**src/rtl/vwws_pkg.sv**
```systemverilog
// Shared constants, types and codes of the voiced window word segmenter.
`default_nettype none
package vwws_pkg;

    localparam int WINDOW    = 26;
    localparam int PTR_W     = $clog2(WINDOW);
    localparam int CNT_W     = $clog2(WINDOW + 1);
    localparam int TH_W      = 5;
    localparam int CMP_W     = ((CNT_W > TH_W) ? CNT_W : TH_W) + 1;
    localparam int SAMPLE_W  = 16;
    localparam int PEAK_W    = 16;
    localparam int FRAMES_W  = 16;
    localparam int CFG_IDX_W = 1;

    localparam logic [CFG_IDX_W-1:0] CFG_START = 1'd0;
    localparam logic [CFG_IDX_W-1:0] CFG_END   = 1'd1;

    localparam logic [TH_W-1:0] START_RESET = 5'd12;
    localparam logic [TH_W-1:0] END_RESET   = 5'd2;

    localparam logic [1:0] EV_IDLE   = 2'd0;
    localparam logic [1:0] EV_START  = 2'd1;
    localparam logic [1:0] EV_APPEND = 2'd2;
    localparam logic [1:0] EV_END    = 2'd3;

    // controller to datapath
    typedef struct packed {
        logic accept;      // input request taken this cycle
        logic write_slot;  // store frame into ring, add its flag
        logic decide;      // word decision and window bookkeeping
        logic scan;        // issue one ring read
        logic emit;        // load the output register
    } t_cmd;

    // datapath to controller
    typedef struct packed {
        logic start_hit;   // idle and count reached start threshold
        logic scan_last;   // last ring slot being read
        logic out_free;    // output register can take a result
    } t_status;

endpackage
`default_nettype wire

```
**src/rtl/vwws_ctrl.sv**
```systemverilog
// Sequencer of the word segmenter: accept, store, decide, scan, emit.
`default_nettype none
module vwws_ctrl
    import vwws_pkg::*;
(
    input  wire logic    i_clk,
    input  wire logic    i_rst_n,
    input  wire logic    i_in_valid,
    input  wire logic    i_in_last,
    input  wire t_status i_status,
    output logic         o_in_ready,
    output t_cmd         o_cmd
);

    localparam logic [2:0] S_IDLE   = 3'd0;
    localparam logic [2:0] S_WRITE  = 3'd1;
    localparam logic [2:0] S_DECIDE = 3'd2;
    localparam logic [2:0] S_SCAN   = 3'd3;
    localparam logic [2:0] S_DRAIN  = 3'd4;
    localparam logic [2:0] S_EMIT   = 3'd5;

    logic [2:0] r_state;
    logic [2:0] n_state;

    always_comb begin
        n_state          = r_state;
        o_in_ready       = 1'b0;
        o_cmd            = '0;
        case (r_state)
            S_IDLE: begin
                o_in_ready   = 1'b1;
                o_cmd.accept = i_in_valid;
                if (i_in_valid && i_in_last) begin
                    n_state = S_WRITE;
                end
            end
            S_WRITE: begin
                o_cmd.write_slot = 1'b1;
                n_state          = S_DECIDE;
            end
            S_DECIDE: begin
                o_cmd.decide = 1'b1;
                n_state      = i_status.start_hit ? S_SCAN : S_EMIT;
            end
            S_SCAN: begin
                o_cmd.scan = 1'b1;
                if (i_status.scan_last) begin
                    n_state = S_DRAIN;
                end
            end
            S_DRAIN: begin
                n_state = S_EMIT;
            end
            S_EMIT: begin
                if (i_status.out_free) begin
                    o_cmd.emit = 1'b1;
                    n_state    = S_IDLE;
                end
            end
            default: begin
                n_state = S_IDLE;
            end
        endcase
    end

    always_ff @(posedge i_clk) begin
        if (!i_rst_n) begin
            r_state <= S_IDLE;
        end else begin
            r_state <= n_state;
        end
    end

endmodule
`default_nettype wire

```
**src/rtl/vwws_dp.sv**
```systemverilog
// Datapath: frame peak, window ring, voiced count, word registers, output stage.
`default_nettype none
module vwws_dp
    import vwws_pkg::*;
(
    input  wire logic                 i_clk,
    input  wire logic                 i_rst_n,
    input  wire t_cmd                 i_cmd,
    output t_status                   o_status,
    input  wire logic [SAMPLE_W-1:0]  i_sample,
    input  wire logic                 i_last,
    input  wire logic                 i_voiced,
    input  wire logic                 i_cfg_we,
    input  wire logic [CFG_IDX_W-1:0] i_cfg_idx,
    input  wire logic [TH_W-1:0]      i_cfg_data,
    input  wire logic                 i_out_ready,
    output logic                      o_out_valid,
    output logic [1:0]                o_out_ev,
    output logic [FRAMES_W-1:0]       o_out_frames,
    output logic [PEAK_W-1:0]         o_out_wpeak,
    output logic [PEAK_W-1:0]         o_out_fpeak
);

    logic [TH_W-1:0]     r_cfg_start;
    logic [TH_W-1:0]     r_cfg_end;
    logic [PEAK_W-1:0]   r_run_peak;
    logic [PEAK_W-1:0]   r_fpeak;
    logic                r_voiced;
    logic [WINDOW-1:0]   r_flags;
    logic [WINDOW-1:0]   r_pvalid;
    logic [PEAK_W-1:0]   r_ring [WINDOW];
    logic [PTR_W-1:0]    r_ptr;
    logic [CNT_W-1:0]    r_count;
    logic                r_active;
    logic [FRAMES_W-1:0] r_wfc;
    logic [PEAK_W-1:0]   r_wpk;
    logic [1:0]          r_ev;
    logic [PTR_W-1:0]    r_scan;
    logic                r_rd_live;
    logic                r_rd_ok;
    logic [PEAK_W-1:0]   r_rd_data;
    logic                r_out_valid;
    logic [1:0]          r_out_ev;
    logic [FRAMES_W-1:0] r_out_wf;
    logic [PEAK_W-1:0]   r_out_wp;
    logic [PEAK_W-1:0]   r_out_fp;

    logic [PEAK_W-1:0]   n_abs;
    logic [PEAK_W-1:0]   n_fpeak;
    logic [PTR_W-1:0]    n_nxt;
    logic [CMP_W-1:0]    n_cnt_x;
    logic [CMP_W-1:0]    n_start_x;
    logic [CMP_W-1:0]    n_end_x;
    logic [PEAK_W-1:0]   n_scan_val;
    logic                n_start;
    logic                n_end;

    // most negative sample maps to 0x8000, which is its magnitude
    assign n_abs     = i_sample[SAMPLE_W-1] ? (~i_sample + 16'd1) : i_sample;
    assign n_fpeak   = (n_abs > r_run_peak) ? n_abs : r_run_peak;
    assign n_nxt     = (r_ptr == PTR_W'(WINDOW - 1)) ? '0 : r_ptr + 1'b1;
    assign n_cnt_x   = CMP_W'(r_count);
    assign n_start_x = CMP_W'(r_cfg_start);
    assign n_end_x   = CMP_W'(r_cfg_end);
    assign n_start   = !r_active && (n_cnt_x >= n_start_x);
    assign n_end     = r_active && (n_cnt_x <= n_end_x);
    assign n_scan_val = r_rd_ok ? r_rd_data : '0;

    assign o_status.start_hit = n_start;
    assign o_status.scan_last = (r_scan == PTR_W'(WINDOW - 1));
    assign o_status.out_free  = !r_out_valid || i_out_ready;

    // ring memory: one write port, one registered read port
    always_ff @(posedge i_clk) begin
        if (i_cmd.write_slot) begin
            r_ring[r_ptr] <= r_fpeak;
        end
        r_rd_data <= r_ring[r_scan];
    end

    always_ff @(posedge i_clk) begin
        if (!i_rst_n) begin
            r_cfg_start <= START_RESET;
            r_cfg_end   <= END_RESET;
            r_run_peak  <= '0;
            r_fpeak     <= '0;
            r_voiced    <= 1'b0;
            r_flags     <= '0;
            r_pvalid    <= '0;
            r_ptr       <= '0;
            r_count     <= '0;
            r_active    <= 1'b0;
            r_wfc       <= '0;
            r_wpk       <= '0;
            r_ev        <= EV_IDLE;
            r_scan      <= '0;
            r_rd_live   <= 1'b0;
            r_rd_ok     <= 1'b0;
            r_out_valid <= 1'b0;
        end else begin
            if (i_cfg_we) begin
                case (i_cfg_idx)
                    CFG_START: r_cfg_start <= i_cfg_data;
                    CFG_END:   r_cfg_end   <= i_cfg_data;
                    default: begin
                    end
                endcase
            end

            if (i_cmd.accept) begin
                if (i_last) begin
                    r_fpeak    <= n_fpeak;
                    r_voiced   <= i_voiced;
                    r_run_peak <= '0;
                end else begin
                    r_run_peak <= n_fpeak;
                end
            end

            if (i_cmd.write_slot) begin
                r_flags[r_ptr]  <= r_voiced;
                r_pvalid[r_ptr] <= 1'b1;
                r_count         <= r_count + CNT_W'(r_voiced);
            end

            if (i_cmd.decide) begin
                r_scan <= '0;
                if (n_start) begin
                    r_active <= 1'b1;
                    r_wfc    <= FRAMES_W'(WINDOW);
                    r_wpk    <= '0;
                    r_ev     <= EV_START;
                end else if (n_end) begin
                    r_active <= 1'b0;
                    r_ev     <= EV_END;
                end else if (r_active) begin
                    if (r_wfc != '1) begin
                        r_wfc <= r_wfc + 1'b1;
                    end
                    if (r_fpeak > r_wpk) begin
                        r_wpk <= r_fpeak;
                    end
                    r_ev <= EV_APPEND;
                end else begin
                    r_ev <= EV_IDLE;
                end
                // drop the oldest flag from the count and advance the slot
                if (r_count >= CNT_W'(r_flags[n_nxt])) begin
                    r_count <= r_count - CNT_W'(r_flags[n_nxt]);
                end else begin
                    r_count <= '0;
                end
                r_ptr <= n_nxt;
            end

            if (i_cmd.scan) begin
                r_scan <= r_scan + 1'b1;
            end
            r_rd_live <= i_cmd.scan;
            r_rd_ok   <= r_pvalid[r_scan];
            if (r_rd_live && (n_scan_val > r_wpk)) begin
                r_wpk <= n_scan_val;
            end

            if (i_cmd.emit) begin
                r_out_valid <= 1'b1;
            end else if (i_out_ready) begin
                r_out_valid <= 1'b0;
            end
        end
    end

    // output payload, held while the receiver stalls
    always_ff @(posedge i_clk) begin
        if (i_cmd.emit) begin
            r_out_ev <= r_ev;
            r_out_wf <= (r_ev == EV_IDLE) ? '0 : r_wfc;
            r_out_wp <= (r_ev == EV_IDLE) ? '0 : r_wpk;
            r_out_fp <= r_fpeak;
        end
    end

    assign o_out_valid  = r_out_valid;
    assign o_out_ev     = r_out_ev;
    assign o_out_frames = r_out_wf;
    assign o_out_wpeak  = r_out_wp;
    assign o_out_fpeak  = r_out_fp;

endmodule
`default_nettype wire

```
**src/rtl/voiced_window_word_segmenter.sv**
```systemverilog
// Top level of the voiced window word segmenter.
//
// Usage:
//   Slave stream carries one audio sample per request: tdata is the signed
//   sample, tlast marks the last sample of a frame and tuser carries the
//   upstream voice decision for that frame.
//   Master stream carries one result per frame: tuser is the event code
//   (idle, word started, frame appended, word ended), tdata holds the word
//   frame count, the word peak and the frame peak.
//   Configuration writes (start and end thresholds) go in while idle.
// Flow:
//   A sample that does not end a frame is taken while idle; such samples may
//   stream back to back, but not while a frame end is in work. A frame end
//   passes the write, decide and emit steps; when a word starts, a serial scan
//   of the peak ring through its single read port and a drain step come first.
// Reset:
//   Synchronous, active low. Clears the window ring flags, counts, word
//   state and thresholds to their defaults (start 12, end 2).
// Stall:
//   The result sits in an output register; samples keep flowing while it
//   waits. A further frame end is held in the emit step until it drains.
`default_nettype none
module voiced_window_word_segmenter
    import vwws_pkg::*;
(
    input  wire logic                 i_clk,
    input  wire logic                 i_rst_n,
    // fields from bit 0: sample[15:0]
    input  wire logic [15:0]          s_axis_tdata,
    input  wire logic                 s_axis_tvalid,
    output logic                      s_axis_tready,
    input  wire logic                 s_axis_tlast,
    // fields from bit 0: frame_voiced[0]
    input  wire logic                 s_axis_tuser,
    // fields from bit 0: word_frames[15:0], word_peak[31:16], frame_peak[47:32]
    output logic [47:0]               m_axis_tdata,
    output logic                      m_axis_tvalid,
    input  wire logic                 m_axis_tready,
    // fields from bit 0: event_res[1:0]
    output logic [1:0]                m_axis_tuser,
    input  wire logic                 i_cfg_we,
    input  wire logic [CFG_IDX_W-1:0] i_cfg_idx,
    input  wire logic [TH_W-1:0]      i_cfg_data
);

    t_cmd                w_cmd;
    t_status             w_status;
    logic [FRAMES_W-1:0] w_frames;
    logic [PEAK_W-1:0]   w_wpeak;
    logic [PEAK_W-1:0]   w_fpeak;

    vwws_ctrl u_ctrl (
        .i_clk      (i_clk),
        .i_rst_n    (i_rst_n),
        .i_in_valid (s_axis_tvalid),
        .i_in_last  (s_axis_tlast),
        .i_status   (w_status),
        .o_in_ready (s_axis_tready),
        .o_cmd      (w_cmd)
    );

    vwws_dp u_dp (
        .i_clk        (i_clk),
        .i_rst_n      (i_rst_n),
        .i_cmd        (w_cmd),
        .o_status     (w_status),
        .i_sample     (s_axis_tdata),
        .i_last       (s_axis_tlast),
        .i_voiced     (s_axis_tuser),
        .i_cfg_we     (i_cfg_we),
        .i_cfg_idx    (i_cfg_idx),
        .i_cfg_data   (i_cfg_data),
        .i_out_ready  (m_axis_tready),
        .o_out_valid  (m_axis_tvalid),
        .o_out_ev     (m_axis_tuser),
        .o_out_frames (w_frames),
        .o_out_wpeak  (w_wpeak),
        .o_out_fpeak  (w_fpeak)
    );

    // pack results, first field lowest
    assign m_axis_tdata = {w_fpeak, w_wpeak, w_frames};

    // a frame end request parks the input until its result is built
    a_frame_end_blocks: assert property (@(posedge i_clk) disable iff (!i_rst_n)
        (s_axis_tvalid && s_axis_tready && s_axis_tlast) |=> !s_axis_tready)
        else $error("input ready right after a frame end request");

    // a new result appears only after the emit command
    a_valid_from_emit: assert property (@(posedge i_clk) disable iff (!i_rst_n)
        $rose(m_axis_tvalid) |-> $past(w_cmd.emit))
        else $error("output valid rose without an emit");

    // emit never overwrites a result still waiting
    a_no_overwrite: assert property (@(posedge i_clk) disable iff (!i_rst_n)
        w_cmd.emit |-> (!m_axis_tvalid || m_axis_tready))
        else $error("emit while output stalled");

    // idle events carry zero word fields
    a_idle_zero: assert property (@(posedge i_clk) disable iff (!i_rst_n)
        (m_axis_tvalid && (m_axis_tuser == EV_IDLE)) |-> (m_axis_tdata[31:0] == 32'd0))
        else $error("idle event with nonzero word fields");

endmodule
`default_nettype wire
```
**config.mk**
```make
export PLATFORM = sky130hd
export DESIGN_NAME = voiced_window_word_segmenter
export DESIGN_NICKNAME = d
export VERILOG_FILES = /design/src/rtl/vwws_pkg.sv /design/src/rtl/vwws_ctrl.sv /design/src/rtl/vwws_dp.sv /design/src/rtl/voiced_window_word_segmenter.sv
export SDC_FILE = /design/constraint.sdc
export NUM_CORES = 1
export LEC_CHECK = 0
export BUFFER_PORTS_ARGS = -buffer_cell sky130_fd_sc_hd__buf_2
export CAP_MARGIN = 20
export CORE_MARGIN = 2
export CORE_UTILIZATION = 25
export DETAILED_ROUTE_END_ITERATION = 8
export SETUP_SLACK_MARGIN = 0.05
export SKIP_CTS_REPAIR_TIMING = 1
export SLEW_MARGIN = 10
export SYNTH_ARGS = -nofsm -noshare
export SYNTH_HDL_FRONTEND = slang
export SYNTH_SLANG_ARGS = --single-unit
```
**constraint.sdc**
```tcl
create_clock -name i_clk -period 5 [get_ports i_clk]
set_clock_uncertainty 0.1 [all_clocks]
set_input_delay 1 -clock i_clk [delete_from_list [all_inputs] [get_ports i_clk]]
set_output_delay 1 -clock i_clk [all_outputs]
set_load 0.03 [all_outputs]
```
==> flow_summary.ini <==
[status]
outcome = finished clean

[finish]
multi_input_area_um2 = 8610
syn_to_final_growth_pct = 16.8
final_core_util = 0.294
nNetsFinal = 2000
ff_latch_area_um2 = 17300
drive_gt1_frac = 0.219
fill_cells = 10500

[setup_path]
critical_path.max_stage_delay_ns = 0.66
cp_max_fo = 9
path_delay_family = simple AND/OR/NAND/NOR gates
end_kind = flop
worstPathRequired_ns = 5.34
cp_num_buf_inv = 2
crit_type = in2reg
reg2reg_from = u_dp.r_ptr[0]
reg2reg_depth = 16
critPathSlowestCell = a21oi_1
startpoint = s_axis_tdata[2]
cp-start-kind = input pin
crit_arrival_ns = 4.64
crit_chain = buf_2, or3_4, or3_4, or4_4, nand2_1, xnor2_1, ha_1, nand4_1, a2111o_1, o21ai_0, o21ai_2, a21oi_1, buf_4, o22ai_1
worst-path-stages = 14
path_common_cell = or3_4

[place]
hpwl_mm = 39.9
portBuffers = 80
place_congestion = 0.814

[die]
dieWidth_um = 330
fp-row-count = 119
die_area_um2 = 109000
die_h_um = 330
core_um2 = 105000
initial_core_util = 0.252
boundaryPins = 81

[grt]
grt_max_degree = 87
grtUsageTotal = 0.118
grt_pass1_wl_mm = 97.5
grt-ovfl-total = 0
antenna_found_initial = 1
grt_pass1_vias = 16000

[cts]
numCtsBuffers = 67
cts.clk_slew.worst_paths_ns = 0.06
clk_path_buf_depth = 3
cts_tree = built
cts-root-buf = clkbuf_16
cts.sinks = 633
htree_levels = 3
insertion_delay_ns = 0.60

[timing]
tightest_slew_ns = 1.11
grt_setup_unrepaired = no
setup_violations = 0
drv_slew = 0
fmax_mhz = 233
min_period_ns = 4.30
hold_viol = 0
timing.slew.headroom = 0.260
post-route-period-util = 0.860
setup-tns-final_ns = 0

[power]
comb_power_share = 0.055
p_leak_nw = 10.5
cellPowerDensity_nw_per_um2 = 357
pwr-share-clk = 0.426
intPower_mw = 8.59
ir_drop_mv = 0.231
seqPwrFrac = 0.519
switchingPower_mw = 2.44
p_sw_frac = 0.221

[drt]
postRouteAntennaNets = 0
avgRoutedWirePerCell_um = 19.2
first_iter_violations = 1310
via_count = 15800
firstDrtPassIters = 7
routed_wl_mm = 64.2
drc = 0
avgViaCountPerCell = 4.73

[synth]
synth_seq_cells = 633
avgSynthCellArea_um2 = 14.8
syn_nets = 1886
netlist_instances = 1787
ys_async_sr_fraction = 0
synth_area_um2 = 26500
ys_types = 71
yosysWarnings = 0
synth-seq-area-share = 0.655
synth-edff-count = 466
synth_ff_type = edfxtp_1

[min_path]
holdPathStages = 1
min_path_type = reg2reg
hold_path.startpoint = u_dp.r_pvalid[6]

[run]
maxCapViolCount = 0
-- placed cells by master (no fill, tap or decap), types with 5 or more instances in the layout --
master	n
nor3_1	6
buf_8	5
o21ai_1	9
or4_1	5
nor2_1	34
nor3b_1	5
ha_1	70
mux2_2	22
buf_2	79
a21oi_1	79
nand3_1	47
a31oi_1	9
nor2b_1	49
buf_4	53
o21a_1	27
edfxtp_1	466
or3_1	16
nor2_2	25
clkinv_2	11
and2_1	20
nand2b_1	7
dfxtp_1	163
a211oi_1	20
inv_1	57
a22oi_1	14
clkbuf_1	17
xnor2_1	15
mux4_2	120
o211ai_1	7
clkbuf_16	67
nand4_1	18
nand2_1	122
mux2i_1	44
o22ai_1	21
a21boi_0	40
o21ai_0	82
-- routing by layer --
metal / part of all wire / up-vias / global-route usage / wire length, µm
li1: - / 7113 / - / -
met4: 0.026 / 0 / 0.0382 / 1660
met5: 0 / - / 0 / 0
met1: 0.44 / 8109 / 0.157 / 28200
met3: 0.049 / 127 / 0.0188 / 3120
met2: 0.49 / 440 / 0.195 / 31200
-- cell type report --
| class | instances | area share |
|---|---|---|
| antenna | 1 | 0.0000809 |
| clock buffer | 87 | 0.0576 |
| clock inverter | 26 | 0.00841 |
| inverter | 57 | 0.00692 |
| multi-input combinational | 998 | 0.278 |
| sequential | 633 | 0.561 |
| tap | 1391 | 0.0563 |
| timing repair buffer | 144 | 0.0315 |
-- final timing paths --
kind                                      endpoint  slack (ns)
worst min-delay path              u_dp.r_pvalid[6]        0.36
worst max register to register     u_dp.r_count[4]        0.93
worst min register to register    u_dp.r_pvalid[6]        0.36
worst max-delay path            u_dp.r_run_peak[8]        0.70
-- synth_stat cells (all sizes together), types with 22 or more instances --
cell	instances	share of area
edfxtp	466	0.53
dfxtp	167	0.13
nand2	122	0.017
mux4	120	0.10
o21ai	92	0.018
a21oi	80	0.015
clkbuf	76	0.011
ha	70	0.033
nor2	60	0.0088
inv	57	0.0081
nor2b	50	0.012
nand3	47	0.0089
mux2i	44	0.017
a21boi	40	0.011
o21a	27	0.0077
buf	23	0.0043
mux2	22	0.0094
-- cells by family (layout without fill, tap and decap cells) --
| family | after synthesis | in the layout | synth area share |
|---|---|---|---|
| AOI/OAI and AO/OA | 340 | 340 | 0.0811 |
| xor gates and xnor gates | 19 | 19 | 0.00628 |
| adders and majority gates | 70 | 70 | 0.0331 |
| buffers and inverters | 156 | 314 | 0.0232 |
| DFF | 633 | 633 | 0.655 |
| muxes | 186 | 186 | 0.128 |
| other | 0 | 1 | 0 |
| and+or+nand+nor | 383 | 383 | 0.0738 |
-- flip-flops by register name (all words and copies together) (netlist names), 16 cells and up --
signal and cells:
u_dp.o_out_fpeak 16, u_dp.r_flags 26, u_dp.r_wfc 16, u_dp.o_out_wpeak 16, u_dp.r_fpeak 16, u_dp.o_out_frames 16
u_dp.r_wpk 16, u_dp.r_run_peak 16, u_dp.r_pvalid 26, u_dp.r_rd_data 16, u_dp.r_ring 416
-- worst reg2reg max path: stages, from the launching register on --
cell      delay, ns
dfxtp_1        0.57
ha_1           0.32
nand3_1        0.10
nand2_1        0.09
mux2_2         0.36
mux2_2         0.39
o22ai_1        0.15
nor4b_1        0.08
a211oi_1       0.39
ha_1           0.25
ha_1           0.17
inv_1          0.06
or3_1          0.32
xor2_1         0.15
nor2_1         0.07
o22a_1         0.18
o221a_2        0.24
-- power by group through the flow --
| stage | Sequential (mW) | Combinational, mW | Clock (mW) |
|---|---|---|---|
| 6_report | 5.73 | 0.607 | 4.70 |
| 5_1_grt | 5.73 | 0.669 | 5.02 |
| 4_1_cts | 5.73 | 0.610 | 4.81 |
| 3_5_place_dp | 5.84 | 0.607 | 0 |
| 3_3_place_gp | 5.84 | 0.586 | 0 |
| 2_1_floorplan | 5.85 | 0.374 | 0 |
-- per-stage QoR --
step                      instance area, µm²  power (mW)  setup WS [ns]  std cells  hold slack (ns)
after floorplan                        26500        6.23          0.630       1787            0.326
after global placement                 28800        6.42          0.135       3214            0.341
after detailed placement               28800        6.45          0.130       3219            0.349
after CTS                              30900        11.2          0.721       3332            0.362
after global routing                   30900        11.4          0.568       3337            0.378
final                                  30900        11.0          0.702       3337            0.361
Power figures use the tool's default switching activity.
